File: src/rtl/kme_pkg.sv
// Shared types and constants for the keypad to MIDI note event encoder.
package kme_pkg;

   // Input scan layout.
   localparam int KEY_BITS       = 6;
   localparam int FIRST_NOTE_KEY = 2;
   localparam int MAX_KEYS       = KEY_BITS - FIRST_NOTE_KEY;

   // Field widths.
   localparam int NOTE_W     = 7;
   localparam int VEL_W      = 7;
   localparam int CHAN_W     = 5;
   localparam int LED_W      = 4;
   localparam int LAYER_W    = 2;
   localparam int KEY_IDX_W  = 2;
   localparam int MAX_TABLES = 4;
   localparam int TABLE_W    = MAX_KEYS * NOTE_W;

   // Stream and register port widths.
   localparam int REQ_DATA_W = 8;
   localparam int RSP_DATA_W = 24;
   localparam int RSP_USER_W = 2;
   localparam int CSR_IDX_W  = 3;
   localparam int CSR_DATA_W = 28;

   // Scan command queue.
   localparam int QUEUE_DEPTH = 2;
   localparam int QPTR_W      = 1;

   // Register indexes.
   localparam logic [CSR_IDX_W-1:0] CSR_LAYER0_NOTES = 3'd0;
   localparam logic [CSR_IDX_W-1:0] CSR_LAYER1_NOTES = 3'd1;
   localparam logic [CSR_IDX_W-1:0] CSR_LAYER2_NOTES = 3'd2;
   localparam logic [CSR_IDX_W-1:0] CSR_LAYER3_NOTES = 3'd3;
   localparam logic [CSR_IDX_W-1:0] CSR_ON_VELOCITY  = 3'd4;
   localparam logic [CSR_IDX_W-1:0] CSR_MIDI_CHANNEL = 3'd5;

   // Register reset values.
   localparam logic [VEL_W-1:0]  VEL_RESET  = 7'd99;
   localparam logic [CHAN_W-1:0] CHAN_RESET = 5'd1;

   typedef logic [MAX_KEYS-1:0] key_mask_type;

   // One classified scan, handed from the front end to the sequencer.
   typedef struct packed {
      logic [LAYER_W-1:0] layer;
      key_mask_type       on_mask;
      key_mask_type       off_mask;
      key_mask_type       held;
   } scan_cmd_type;

   // Configuration register file contents.
   typedef struct packed {
      logic [MAX_TABLES-1:0][TABLE_W-1:0] note_tables;
      logic [VEL_W-1:0]                   on_velocity;
      logic [CHAN_W-1:0]                  midi_channel;
   } cfg_type;

   // Queue status seen by both ends.
   typedef struct packed {
      logic full;
      logic empty;
   } queue_status_type;

   // One result word.
   typedef struct packed {
      logic              event_valid;
      logic              is_note_on;
      logic [NOTE_W-1:0] note_number;
      logic [VEL_W-1:0]  note_velocity;
      logic [CHAN_W-1:0] channel_out;
      logic [LED_W-1:0]  led_mask;
      logic              last_of_scan;
   } result_type;

   typedef enum logic {
      BACK_IDLE,
      BACK_RUN
   } back_state_type;

endpackage

File: src/rtl/kme_front.sv
// Front end: accepts key scans, tracks held keys and classifies the events of each scan.
module kme_front #(
   parameter int NOTE_KEYS = 4,
   parameter int LAYERS    = 4
) (
   input  logic                           clock,
   input  logic                           reset,
   input  logic                           req_tvalid,
   output logic                           req_tready,
   input  logic [kme_pkg::KEY_BITS-1:0]   key_bits,
   input  kme_pkg::queue_status_type      queue_status,
   output logic                           queue_push,
   output kme_pkg::scan_cmd_type          queue_cmd
);

   // Note keys beyond the input bits are never pressed.
   localparam int ACTIVE_KEYS = (NOTE_KEYS < kme_pkg::MAX_KEYS) ? NOTE_KEYS : kme_pkg::MAX_KEYS;
   localparam int LAST_LAYER  = LAYERS - 1;
   localparam kme_pkg::key_mask_type ACTIVE_MASK =
      kme_pkg::key_mask_type'((1 << ACTIVE_KEYS) - 1);

   kme_pkg::key_mask_type        held_ff;
   kme_pkg::key_mask_type        held_in;
   kme_pkg::key_mask_type        pressed;
   logic [kme_pkg::LAYER_W-1:0]  mod_sum;
   logic [kme_pkg::LAYER_W-1:0]  layer;
   logic                         accept;

   always_comb begin
      // Modifier keys weigh 1 and 2; their sum saturates at the top layer.
      mod_sum = {key_bits[1], key_bits[0]};
      if (int'(mod_sum) > LAST_LAYER) begin
         layer = kme_pkg::LAYER_W'(LAST_LAYER);
      end else begin
         layer = mod_sum;
      end
      pressed = key_bits[kme_pkg::KEY_BITS-1:kme_pkg::FIRST_NOTE_KEY] & ACTIVE_MASK;
   end

   assign req_tready = !queue_status.full;
   assign accept     = req_tvalid && req_tready;
   assign queue_push = accept;

   always_comb begin
      queue_cmd.layer    = layer;
      queue_cmd.on_mask  = pressed & ~held_ff;
      queue_cmd.off_mask = ~pressed & held_ff;
      queue_cmd.held     = pressed;
      held_in            = accept ? pressed : held_ff;
   end

   always_ff @(posedge clock) begin
      if (reset) begin
         held_ff <= '0;
      end else begin
         held_ff <= held_in;
      end
   end

   a_masks_disjoint: assert property (@(posedge clock) disable iff (reset)
      queue_push |-> (queue_cmd.on_mask & queue_cmd.off_mask) == '0)
      else $error("key both pressed and released in one scan");

   a_layer_range: assert property (@(posedge clock) disable iff (reset)
      queue_push |-> int'(queue_cmd.layer) <= LAST_LAYER)
      else $error("layer beyond the configured layer count");

   a_held_inactive: assert property (@(posedge clock) disable iff (reset)
      (held_ff & ~ACTIVE_MASK) == '0)
      else $error("held bit set for a key that does not exist");

endmodule

File: src/rtl/kme_queue.sv
// Short queue of classified scans between the front end and the sequencer.
module kme_queue (
   input  logic                       clock,
   input  logic                       reset,
   input  logic                       push,
   input  kme_pkg::scan_cmd_type      push_cmd,
   input  logic                       pop,
   output kme_pkg::scan_cmd_type      pop_cmd,
   output kme_pkg::queue_status_type  status
);

   kme_pkg::scan_cmd_type         entry_ff [kme_pkg::QUEUE_DEPTH];
   logic [kme_pkg::QPTR_W-1:0]    wr_ptr_ff;
   logic [kme_pkg::QPTR_W-1:0]    wr_ptr_in;
   logic [kme_pkg::QPTR_W-1:0]    rd_ptr_ff;
   logic [kme_pkg::QPTR_W-1:0]    rd_ptr_in;
   logic [kme_pkg::QPTR_W:0]      count_ff;
   logic [kme_pkg::QPTR_W:0]      count_in;

   localparam logic [kme_pkg::QPTR_W-1:0] LAST_PTR = kme_pkg::QPTR_W'(kme_pkg::QUEUE_DEPTH - 1);

   always_comb begin
      status.full  = (count_ff == (kme_pkg::QPTR_W + 1)'(kme_pkg::QUEUE_DEPTH));
      status.empty = (count_ff == '0);
      pop_cmd      = entry_ff[rd_ptr_ff];

      wr_ptr_in = wr_ptr_ff;
      if (push) begin
         wr_ptr_in = (wr_ptr_ff == LAST_PTR) ? '0 : wr_ptr_ff + 1'b1;
      end
      rd_ptr_in = rd_ptr_ff;
      if (pop) begin
         rd_ptr_in = (rd_ptr_ff == LAST_PTR) ? '0 : rd_ptr_ff + 1'b1;
      end
      count_in = count_ff;
      if (push && !pop) begin
         count_in = count_ff + 1'b1;
      end else if (pop && !push) begin
         count_in = count_ff - 1'b1;
      end
   end

   always_ff @(posedge clock) begin
      if (push) begin
         entry_ff[wr_ptr_ff] <= push_cmd;
      end
   end

   always_ff @(posedge clock) begin
      if (reset) begin
         wr_ptr_ff <= '0;
         rd_ptr_ff <= '0;
         count_ff  <= '0;
      end else begin
         wr_ptr_ff <= wr_ptr_in;
         rd_ptr_ff <= rd_ptr_in;
         count_ff  <= count_in;
      end
   end

   a_no_overflow: assert property (@(posedge clock) disable iff (reset)
      push |-> !status.full)
      else $error("scan queue written while full");

   a_no_underflow: assert property (@(posedge clock) disable iff (reset)
      pop |-> !status.empty)
      else $error("scan queue read while empty");

   a_ptr_spacing: assert property (@(posedge clock) disable iff (reset)
      (count_ff == '0 || status.full) |-> wr_ptr_ff == rd_ptr_ff)
      else $error("queue pointers disagree with the fill count");

endmodule

File: src/rtl/kme_back.sv
// Sequencer: expands one classified scan into note events, one result word per cycle while the output register is free.
module kme_back #(
   parameter int LAYERS = 4
) (
   input  logic                       clock,
   input  logic                       reset,
   input  kme_pkg::cfg_type           cfg,
   input  kme_pkg::queue_status_type  queue_status,
   input  kme_pkg::scan_cmd_type      queue_cmd,
   output logic                       queue_pop,
   output logic                       rsp_valid,
   input  logic                       rsp_ready,
   output kme_pkg::result_type        rsp_word
);

   localparam logic [kme_pkg::LAYER_W-1:0] LAST_LAYER = kme_pkg::LAYER_W'(LAYERS - 1);

   kme_pkg::back_state_type            state_ff;
   kme_pkg::back_state_type            state_in;
   kme_pkg::scan_cmd_type              cmd_ff;
   kme_pkg::key_mask_type              pend_ff;
   kme_pkg::key_mask_type              pend_in;
   logic [kme_pkg::LAYER_W-1:0]        lay_ff;
   logic [kme_pkg::LAYER_W-1:0]        lay_in;
   logic                               rsp_valid_ff;
   kme_pkg::result_type                rsp_word_ff;
   kme_pkg::result_type                word_in;

   logic                               out_free;
   logic                               emit;
   logic                               has_event;
   logic [kme_pkg::KEY_IDX_W-1:0]      cur_key;
   logic                               cur_on;
   logic                               key_done;
   logic                               last_word;
   logic [kme_pkg::LAYER_W-1:0]        note_layer;
   logic [kme_pkg::MAX_KEYS-1:0][kme_pkg::NOTE_W-1:0] layer_notes;

   assign out_free = !rsp_valid_ff || rsp_ready;

   // Next state.
   always_comb begin
      state_in = state_ff;
      unique case (state_ff)
         kme_pkg::BACK_IDLE: begin
            if (!queue_status.empty) begin
               state_in = kme_pkg::BACK_RUN;
            end
         end
         kme_pkg::BACK_RUN: begin
            if (emit && last_word) begin
               state_in = kme_pkg::BACK_IDLE;
            end
         end
         default: state_in = kme_pkg::BACK_IDLE;
      endcase
   end

   // State outputs.
   always_comb begin
      queue_pop = 1'b0;
      emit      = 1'b0;
      unique case (state_ff)
         kme_pkg::BACK_IDLE: queue_pop = !queue_status.empty;
         kme_pkg::BACK_RUN:  emit      = out_free;
         default: begin
            queue_pop = 1'b0;
            emit      = 1'b0;
         end
      endcase
   end

   // Pick the lowest key with pending work and build its word.
   always_comb begin
      has_event = |pend_ff;
      cur_key   = '0;
      for (int k = kme_pkg::MAX_KEYS - 1; k >= 0; k--) begin
         if (pend_ff[k]) begin
            cur_key = kme_pkg::KEY_IDX_W'(k);
         end
      end
      cur_on     = cmd_ff.on_mask[cur_key];
      note_layer = cur_on ? cmd_ff.layer : lay_ff;
      layer_notes = cfg.note_tables[note_layer];
      key_done   = cur_on || (lay_ff == LAST_LAYER);

      pend_in = pend_ff;
      if (key_done) begin
         pend_in[cur_key] = 1'b0;
      end
      last_word = !has_event || (pend_in == '0);

      word_in.event_valid   = has_event;
      word_in.is_note_on    = has_event && cur_on;
      word_in.note_number   = has_event ? layer_notes[cur_key] : '0;
      word_in.note_velocity = (has_event && cur_on) ? cfg.on_velocity : '0;
      word_in.channel_out   = cfg.midi_channel;
      word_in.led_mask      = kme_pkg::LED_W'(cmd_ff.held);
      word_in.last_of_scan  = last_word;

      lay_in = key_done ? '0 : lay_ff + 1'b1;
   end

   always_ff @(posedge clock) begin
      if (reset) begin
         state_ff     <= kme_pkg::BACK_IDLE;
         rsp_valid_ff <= 1'b0;
         pend_ff      <= '0;
         lay_ff       <= '0;
      end else begin
         state_ff <= state_in;
         if (queue_pop) begin
            pend_ff <= queue_cmd.on_mask | queue_cmd.off_mask;
            lay_ff  <= '0;
         end else if (emit) begin
            pend_ff <= pend_in;
            lay_ff  <= lay_in;
         end
         if (emit) begin
            rsp_valid_ff <= 1'b1;
         end else if (rsp_ready) begin
            rsp_valid_ff <= 1'b0;
         end
      end
   end

   always_ff @(posedge clock) begin
      if (queue_pop) begin
         cmd_ff <= queue_cmd;
      end
      if (emit) begin
         rsp_word_ff <= word_in;
      end
   end

   assign rsp_valid = rsp_valid_ff;
   assign rsp_word  = rsp_word_ff;

   a_layer_bound: assert property (@(posedge clock) disable iff (reset)
      lay_ff <= LAST_LAYER)
      else $error("note-off layer counter ran past the last layer");

   a_off_silent: assert property (@(posedge clock) disable iff (reset)
      (rsp_valid_ff && !rsp_word_ff.is_note_on) |-> rsp_word_ff.note_velocity == '0)
      else $error("note-off or empty word carries a velocity");

   a_on_is_event: assert property (@(posedge clock) disable iff (reset)
      (rsp_valid_ff && rsp_word_ff.is_note_on) |-> rsp_word_ff.event_valid)
      else $error("note-on flagged on a word without an event");

   a_idle_after_last: assert property (@(posedge clock) disable iff (reset)
      (emit && last_word) |=> state_ff == kme_pkg::BACK_IDLE)
      else $error("sequencer kept running after the last word of a scan");

endmodule

File: src/rtl/keypad_to_midi_note_events.sv
// Top level of the keypad to MIDI note event encoder: register file, front end, queue, sequencer.
//
//   Channel | Ports    | Direction | Contents (lowest bit first)
//   --------+----------+-----------+------------------------------------------------------
//   scan    | req_*    | in        | tdata: key_bits[5:0], two unused bits
//   event   | rsp_*    | out       | tdata: note_number, note_velocity, channel_out,
//           |          |           |        led_mask, one zero bit; tuser: event_valid,
//           |          |           |        is_note_on; tlast: last_of_scan
//   config  | csr_*    | in        | write enable, register index, write data
//
// A scan word is classified and queued in the cycle it is accepted. The sequencer loads a
// queued scan while idle and then emits one result word per cycle while its output register
// is free.
// A scan with no events still yields exactly one word, marked with tlast.
// Reset is synchronous and active high. It clears the held keys, the queue and the
// sequencer, and loads the registers with their reset values (velocity 99, channel 1,
// note tables zero).
// The queue holds two scans, so the scan side keeps accepting words while the event side
// is stalled until the queue is full, and a finished word waits in the output register,
// holding the sequencer until the event side takes it.
module keypad_to_midi_note_events #(
   parameter int NOTE_KEYS = 4,
   parameter int LAYERS    = 4
) (
   input  logic                             clock,
   input  logic                             reset,

   input  logic                             req_tvalid,
   output logic                             req_tready,
   input  logic [kme_pkg::REQ_DATA_W-1:0]   req_tdata,   // key_bits[5:0]

   output logic                             rsp_tvalid,
   input  logic                             rsp_tready,
   output logic [kme_pkg::RSP_DATA_W-1:0]   rsp_tdata,   // note_number, note_velocity,
                                                         // channel_out, led_mask
   output logic [kme_pkg::RSP_USER_W-1:0]   rsp_tuser,   // event_valid, is_note_on
   output logic                             rsp_tlast,

   input  logic                             csr_we,
   input  logic [kme_pkg::CSR_IDX_W-1:0]    csr_index,
   input  logic [kme_pkg::CSR_DATA_W-1:0]   csr_wdata
);

   kme_pkg::cfg_type           cfg_ff;
   kme_pkg::cfg_type           cfg_in;
   kme_pkg::queue_status_type  queue_status;
   kme_pkg::scan_cmd_type      push_cmd;
   kme_pkg::scan_cmd_type      pop_cmd;
   logic                       queue_push;
   logic                       queue_pop;
   logic                       rsp_valid;
   kme_pkg::result_type        rsp_word;

   // Register file. Writes to an index with no register are dropped.
   always_comb begin
      cfg_in = cfg_ff;
      if (csr_we) begin
         unique case (csr_index) inside
            kme_pkg::CSR_LAYER0_NOTES, kme_pkg::CSR_LAYER1_NOTES,
            kme_pkg::CSR_LAYER2_NOTES, kme_pkg::CSR_LAYER3_NOTES: begin
               cfg_in.note_tables[csr_index[kme_pkg::LAYER_W-1:0]] =
                  csr_wdata[kme_pkg::TABLE_W-1:0];
            end
            kme_pkg::CSR_ON_VELOCITY: begin
               cfg_in.on_velocity = csr_wdata[kme_pkg::VEL_W-1:0];
            end
            kme_pkg::CSR_MIDI_CHANNEL: begin
               cfg_in.midi_channel = csr_wdata[kme_pkg::CHAN_W-1:0];
            end
            default: cfg_in = cfg_ff;
         endcase
      end
   end

   always_ff @(posedge clock) begin
      if (reset) begin
         cfg_ff.note_tables  <= '0;
         cfg_ff.on_velocity  <= kme_pkg::VEL_RESET;
         cfg_ff.midi_channel <= kme_pkg::CHAN_RESET;
      end else begin
         cfg_ff <= cfg_in;
      end
   end

   kme_front #(
      .NOTE_KEYS (NOTE_KEYS),
      .LAYERS    (LAYERS)
   ) u_front (
      .clock        (clock),
      .reset        (reset),
      .req_tvalid   (req_tvalid),
      .req_tready   (req_tready),
      .key_bits     (req_tdata[kme_pkg::KEY_BITS-1:0]),
      .queue_status (queue_status),
      .queue_push   (queue_push),
      .queue_cmd    (push_cmd)
   );

   kme_queue u_queue (
      .clock    (clock),
      .reset    (reset),
      .push     (queue_push),
      .push_cmd (push_cmd),
      .pop      (queue_pop),
      .pop_cmd  (pop_cmd),
      .status   (queue_status)
   );

   kme_back #(
      .LAYERS (LAYERS)
   ) u_back (
      .clock        (clock),
      .reset        (reset),
      .cfg          (cfg_ff),
      .queue_status (queue_status),
      .queue_cmd    (pop_cmd),
      .queue_pop    (queue_pop),
      .rsp_valid    (rsp_valid),
      .rsp_ready    (rsp_tready),
      .rsp_word     (rsp_word)
   );

   // Pack the result word onto the stream; the spare top bit of tdata is zero.
   assign rsp_tvalid = rsp_valid;
   assign rsp_tdata  = {1'b0, rsp_word.led_mask, rsp_word.channel_out,
                        rsp_word.note_velocity, rsp_word.note_number};
   assign rsp_tuser  = {rsp_word.is_note_on, rsp_word.event_valid};
   assign rsp_tlast  = rsp_word.last_of_scan;

endmodule
File: config.mk
export PLATFORM = sky130hd
export DESIGN_NAME = keypad_to_midi_note_events
export DESIGN_NICKNAME = d
export VERILOG_FILES = /design/src/rtl/kme_pkg.sv /design/src/rtl/kme_front.sv /design/src/rtl/kme_queue.sv /design/src/rtl/kme_back.sv /design/src/rtl/keypad_to_midi_note_events.sv
export SDC_FILE = /design/constraint.sdc
export NUM_CORES = 1
export LEC_CHECK = 0
export BUFFER_PORTS_ARGS = -buffer_cell sky130_fd_sc_hd__buf_2
export CORE_AREA = 2 2 126 128
export DETAILED_ROUTE_END_ITERATION = 8
export DIE_AREA = 0 0 128 130
export GPL_TIMING_DRIVEN = 0
export HOLD_SLACK_MARGIN = 0.12
export PLACE_DENSITY = 0.84
export SETUP_SLACK_MARGIN = 0.02
export SLEW_MARGIN = 10
export SYNTH_ARGS = -nofsm -noshare
export SYNTH_HDL_FRONTEND = slang
export SYNTH_SLANG_ARGS = --single-unit
File: constraint.sdc
create_clock -name clock -period 3.6 [get_ports clock]
set_clock_uncertainty 0.05 [all_clocks]
set_input_delay 0.72 -clock clock [delete_from_list [all_inputs] [get_ports clock]]
set_output_delay 0.72 -clock clock [all_outputs]
set_load 0.05 [all_outputs]
# Word-level counts from Yosys, hierarchy flattened
# Memories as Yosys holds them, arrays and structs flattened. A register that Yosys moved wholly into a read port is not among the register bits.
# Index checks and enable logic that the tools add are counted.
# W data, S select, Z words.
[op_classes]
addsub = 5
multipliers = 0
div_mod_pow = 0
order_cmp = 5
n_eq_ne = 7
n_shift = 0
mux = 35
bitwise_logic = 8
n_reduce_logical = 28
[ops]
columns = ["op", "n"]
rows = [
  ["$bwmux W112", 1],
  ["$bmux W28 S2", 1],
  ["$demux W28 S2", 1],
  ["$mux W28", 2],
  ["$mux W2", 8],
  ["$bmux W7 S2", 1],
  ["$mux W1", 14],
  ["$and A4 B4 Y4", 3],
  ["$mux W4", 3],
  ["$not A4 Y4", 3],
  ["$lt A2 B3 Y1 const B", 3],
  ["$reduce_or A4 Y1", 2],
  ["$logic_and A1 B1 Y1", 7],
  ["$mux W7", 1],
  ["$eq A3 B2 Y1 const B", 2],
  ["$eq A3 B3 Y1 const B", 2],
  ["$logic_not A1 Y1", 6],
  ["$reduce_and A2 Y1", 3],
  ["$reduce_bool A2 Y1", 3],
  ["$add A2 B1 Y2 const B", 2],
  ["$eq A2 B2 Y1 const B", 2],
  ["$ge A2 B1 Y1 const B", 2],
  ["$logic_not A4 Y1", 1],
  ["$or A4 B4 Y4", 1],
  ["11 further kinds", 14],
]
[word_totals]
regBits = 176
latch_bits = 0
ram_bits = 28
mem_bits_ro = 0
inputBits = 44
out_inout_bits = 29
elab_cells = 113
n_memories = 1
[memory_table]
columns = ["name", "words", "width", "rd", "rd_clocked_by_memory_dff", "wr", "line", "source"]
rows = [
  ["u_queue.entry_ff", 2, 14, 1, 1, 1, "kme_queue.sv:12", "kme_pkg::scan_cmd_type entry_ff [kme_pkg::QUEUE_DEPTH];"],
]

# Longest topological paths before layout
[depth]
depth_word = 16
mapped_depth = 10
mapped_depth_nobuf = 7

# Modules after synthesis
# From an unflattened synthesis, not the netlist that was laid out.
[hier_totals]
hier_cells = 778
area_unflattened_um2 = 9087.5
[by_module_without_submodules]
columns = ["module", "n_inst", "cells_each", "area_each_um2", "seq_area_each_um2"]
rows = [
  ["keypad_to_midi_note_events", 1, 449, 4946.0, 2482.4],
  ["kme_back", 1, 232, 2645.0, 1241.2],
  ["kme_queue", 1, 65, 1213.7, 940.9],
  ["kme_front", 1, 32, 282.8, 80.1],
]

# Worst setup path after synthesis
# OpenSTA, ideal clock, no wires.
[synth_path]
path_kind = "register to register"
from = "register u_back.pend_ff[1]"
to = "register u_back.rsp_word_ff (netlist bit u_back.rsp_word[22]), data pin"
setup_time_ns = 0.272
t_arrival_ns = 2.145
required_time_ns = 3.278
setup_slack_ns = 1.133
stages_incl_launch_ff = 9
path_buffers = 2
period_less_slack_ns = 2.467
cell_sequence = "dfxtp_1 -> buf_6 -> or4_4 -> o221a_4 -> buf_6 -> a221o_1 -> a221oi_2 -> a311oi_1 -> or4_1"
[synth_between]
elab_chain_len = 9
word_cells_on_any_way = 10
classes_between = "9 x mux; 1 x reduce/logical"
[synth_rtl]
columns = ["item", "line", "source"]
rows = [
  ["start: declaration", "kme_back.sv:21", "kme_pkg::key_mask_type pend_ff;"],
  ["start signal: assignment", "kme_back.sv:113", "pend_ff <= queue_cmd.on_mask | queue_cmd.off_mask;"],
  ["start signal: assignment", "kme_back.sv:116", "pend_ff <= pend_in;"],
  ["$mux W2 (2 in a row)", "kme_back.sv:78", "if (pend_ff[k]) begin"],
  ["$bmux W1 S2", "kme_back.sv:82", "cur_on = cmd_ff.on_mask[cur_key];"],
  ["$mux W1 (implied by the code)", "kme_back.sv:82", ""],
  ["$mux W2", "kme_back.sv:83", "note_layer = cur_on ? cmd_ff.layer : lay_ff;"],
  ["$bmux W28 S2", "kme_back.sv:84", "layer_notes = cfg.note_tables[note_layer];"],
  ["$mux W28 (implied by the code)", "kme_back.sv:84", ""],
  ["$bmux W7 S2", "kme_back.sv:95", "word_in.note_number = has_event ? layer_notes[cur_key] : '0;"],
  ["$mux W7 (implied by the code)", "kme_back.sv:95", ""],
  ["end signal: assignment", "kme_back.sv:132", "rsp_word_ff <= word_in;"],
  ["end: declaration", "kme_back.sv:26", "kme_pkg::result_type rsp_word_ff;"],
]
# Several ways; a longest one is shown, not always the timed one. The select of a mux whose other input is x is not followed.
# A chain may end at the register's enable or synchronous reset.

# Worst setup path in the final report
[layout_path]
from = "register u_back.pend_ff[2]"
to = "register u_back.rsp_word_ff (netlist bit u_back.rsp_word[19]), data pin"
[layout_between]
elab_chain_len = 10
word_cells_on_any_way = 11
classes_between = "10 x mux; 1 x reduce/logical"
[layout_rtl]
columns = ["item", "line"]
rows = [
  ["$mux W2 (3 in a row)", "kme_back.sv:78"],
  ["$bmux W1 S2", "kme_back.sv:82"],
  ["$mux W1 (implied by the code)", "kme_back.sv:82"],
  ["$mux W2", "kme_back.sv:83"],
  ["$bmux W28 S2", "kme_back.sv:84"],
  ["$mux W28 (implied by the code)", "kme_back.sv:84"],
  ["$bmux W7 S2", "kme_back.sv:95"],
  ["$mux W7 (implied by the code)", "kme_back.sv:95"],
]
# Several ways; a longest one is shown, not always the timed one. The select of a mux whose other input is x is not followed.

==> impl_metrics.csv <==
group,metric,value,unit
floorplanning,coreArea,15400,um^2
detailed_routing,drc_errors,0,
placement,preCtsSetupSlack,0.336,ns
clock_tree,path_clk_slew,0.06,ns
synth,synth-simple-area-share,22.8,%
synth,synth_area_leader_cell,"dfxtp_1",
synth,synth.area.top_cells,"dfxtp_1, edfxtp_1, nand2_1, a21oi_1, a22oi_1",
synth,synth_edf_count,64,
power,total_power,8.41,mW
detailed_routing,ant_nets,0,
cells_and_area,postLayoutCoreUtil,71.9,%
clock_tree,hold_buffers,0,
worst_setup_path,worst_path_largest_cell_delay,0.60,ns
worst_setup_path,crit_chain,"buf_2, nor2b_1, o21ai_2, clkbuf_1, clkbuf_1, a22oi_1, a311oi_1, o22a_1, nand4_1",
clock_tree,insertion_delay,0.52,ns
placement,placed_area,10400,um^2
clock_tree,cts-htree-levels,1,
placement,dpl.hpwl,20.5,mm
grt,grt_pass1_vias,8731,
synth,ys.flop_type,"dfxtp_1",
grt,use_met1,49.2,%
synth,syn-instance-count,1171,
synth,synth_cell_types,60,
detailed_routing,vias_per_cell,6.51,
sta,period_share,92.8,%
floorplanning,die_area,16600,um^2
clock_tree,post_cts_buffers,0,
sta,holdWs,0.345,ns
grt,antenna_found_initial,0,
power,peakVddDrop,0.588,mV
grt,grt.total_usage,36.1,%
synth,synth-seq-cells,205,
sta,min_period,3.34,ns
synth,ys_warn_count,0,
grt,use_met3,6.31,%
worst_setup_path,crit_path_frequent_cell,"clkbuf_1",
sta,finalSetupTns,0,ns
sta,relSlewSlack,21.8,%
synth,synth_compound_area_share,21.5,%
grt,overflow,0,
grt,use_met2,57.3,%
detailed_routing,drtIter0Drc,1388,
cells_and_area,diodes,0,
worst_setup_path,critPathMaxFanout,10,
clock_tree,cts_resized,0,
detailed_routing,route.vias.total,9556,
synth,synthMuxAreaShare,2.18,%
synth,syn_avg_cell_area,8.39,um^2
flow_run,cap_violations,0,
sta,fmax,299,MHz
cells_and_area,stdcell_count,1468,
sta,grt_setup_unrepaired,"false",
floorplanning,rows,46,
worst_setup_path,start_kind,"register",
worst_setup_path,crit_type,"reg2reg",
grt,grt_pass1_wl,47.0,mm
floorplanning,start_util,63.7,%
worst_setup_path,cp.required,3.79,ns
floorplanning,ios,73,
cells_and_area,drive_above_1_share,10.4,%
sta,drv_slew,0,
cells_and_area,final_cell_area,11100,um^2
power,p_leak,3.68,nW
power,power.density,758,nW/um^2
floorplanning,die_w,128,um
synth,synth_xor_xnor_area_share,0.357,%
detailed_routing,drt_wl_total,30.3,mm
placement,dp.cells,1429,
floorplanning,die_h,130,um
placement,place.gp.congestion,1.01,
clock_tree,cts_root_buf,"clkbuf_16",
detailed_routing,drt_pass1_iterations,6,
synth,syn_nets,1217,
synth,synth_top_family_by_area,"simple AND/OR/NAND/NOR gates",
synth,syn_area,9820,um^2
synth,synthAdderAreaFrac,0.357,%
status,status,"completed",
worst_hold_path,hold_class,"in2reg",
sta,setup_viol,0,
grt,grt_max_degree,31,
cells_and_area,syn_to_final_growth,13.0,%
worst_setup_path,end_kind,"register",
clock_tree,cts_tree,"yes",
synth,synthArstFlopShare,0,%
worst_setup_path,arrival,3.53,ns
synth,yosysTopAreaCellShare,28.7,%
synth,synth-seq-area-share,48.3,%
sta,worst_slew_pin_slew,1.17,ns
grt,top_usage_layer,"met2",
cells_and_area,nets,1307,
sta,layout_setup_ws,0.258,ns
sta,hold_viol,0,
cells_and_area,fill_cells,1213,
detailed_routing,wire_per_inst,20.6,um
clock_tree,cts_sinks,205,
clock_tree,cts_buffer_depth,3,
clock_tree,numCtsBuffers,22,
worst_setup_path,critPathSlowestCell,"clkbuf_1",
placement,port_buffers,66,
critical path, delay by kind of cell (launching register included):
| kind | cells | cell delay, ns |
|---|---|---|
| buf+inv | 3 | 1.25 |
| flops | 1 | 0.29 |
| simple gates | 2 | 0.30 |
| compound gates | 4 | 1.15 |
path summary, 6_finish.rpt:
| path | cells after the start | slack [ns] | from | end |
|---|---|---|---|---|
| worst max register to register | 9 | 0.26 | u_back.pend_ff[2] | u_back.rsp_word[19] |
| worst min-delay path | 1 | 0.34 | req_tdata[0] | u_queue.entry_ff[0][12] |
| worst min register to register | 0 | 0.37 | u_back.cmd_ff[0] | u_back.rsp_word[1] |
| worst max-delay path | 9 | 0.26 | u_back.pend_ff[2] | u_back.rsp_word[19] |
final cells by class:
| type | instances | area (um^2) | area share (%) |
|---|---|---|---|
| Clock buffer | 31 | 624 | 5.63 |
| Clock inverter | 8 | 75.1 | 0.677 |
| Buffer | 98 | 402 | 3.62 |
| Inverter | 9 | 33.8 | 0.305 |
| Tap cell | 192 | 240 | 2.17 |
| Timing Repair Buffer | 66 | 330 | 2.98 |
| Sequential cell | 205 | 4740 | 42.8 |
| Multi-Input combinational cell | 859 | 4640 | 41.8 |
Yosys cell counts (2+ instances only):
| library cell | number |
|---|---|
| nand2_1 | 394 |
| a221oi_1 | 3 |
| a22oi_1 | 49 |
| a211o_1 | 11 |
| buf_1 | 7 |
| a21oi_1 | 130 |
| buf_6 | 3 |
| dfxtp_1 | 141 |
| o22a_1 | 5 |
| nor2b_1 | 12 |
| xor2_1 | 3 |
| nand3b_1 | 5 |
| nand4_1 | 5 |
| ha_1 | 2 |
| o22ai_1 | 11 |
| o21ai_1 | 2 |
| nand2b_1 | 15 |
| nor3_1 | 2 |
| inv_1 | 8 |
| a211oi_1 | 44 |
| clkbuf_1 | 81 |
| mux2_2 | 11 |
| o21ai_2 | 3 |
| a311oi_1 | 24 |
| o21ai_0 | 11 |
| o211ai_1 | 8 |
| and2_1 | 13 |
| and4_1 | 10 |
| and3_1 | 6 |
| buf_2 | 6 |
| nor4b_1 | 12 |
| nand3_1 | 10 |
| a21o_1 | 5 |
| or2_2 | 2 |
| edfxtp_1 | 64 |
| a2111oi_0 | 2 |
| nor2_1 | 18 |
| or4_1 | 3 |
| mux2i_1 | 9 |
sequential cells by signal, summed over array words and instances, names as in the netlist, named ones only:
signal / count
cfg_ff: 124
u_queue.entry_ff: 28
u_back.rsp_word: 26
u_back.cmd_ff: 10
u_back.pend_ff: 4
u_front.held_ff: 4
u_back.lay_ff: 2
u_queue.count_ff: 2
u_back.rsp_valid: 1
u_back.state_ff: 1
u_queue.rd_ptr_ff: 1
u_queue.wr_ptr_ff: 1
power breakdown:
part           switching, mW  total, mW  internal [mW]
Clock                  0.927       2.21           1.28
Sequential             0.154       2.94           2.79
Combinational           2.50       3.25          0.759
logic make-up after synthesis:
kind of cell | count (synthesis)
AOI/OAI and AO/OA | 318
xor gates and xnor gates | 4
adders and majority gates | 3
buffers and inverters | 107
DFF | 205
muxes | 20
other | 1
and+or+nand+nor | 513
layer usage:
| metal | share of wire (%) | routed length [um] |
|---|---|---|
| met1 | 39 | 11800 |
| met2 | 46 | 13800 |
| met3 | 11 | 3400 |
| met4 | 4.2 | 1270 |
| met5 | 0 | 0 |
placed cells by master, fill, tap and decap left out, types with 6 or more instances in the layout:
cell type,Yosys,routed
and2_1,13,13
inv_1,8,7
and4_1,10,10
a22oi_1,49,49
dfxtp_1,141,141
buf_2,6,72
o21ai_0,11,11
nand3_1,10,10
o22ai_1,11,11
clkbuf_1,81,86
nand2b_1,15,15
mux2_2,11,11
a311oi_1,24,24
nor4b_1,12,12
o211ai_1,8,8
a211o_1,11,11
mux2i_1,9,9
a211oi_1,44,44
nand2_1,394,394
nor2b_1,12,12
a21oi_1,130,130
nor2_1,18,17
buf_1,7,7
edfxtp_1,64,64
and3_1,6,6
clkbuf_16,0,22
Note: power is estimated with default switching activity, not from simulation.
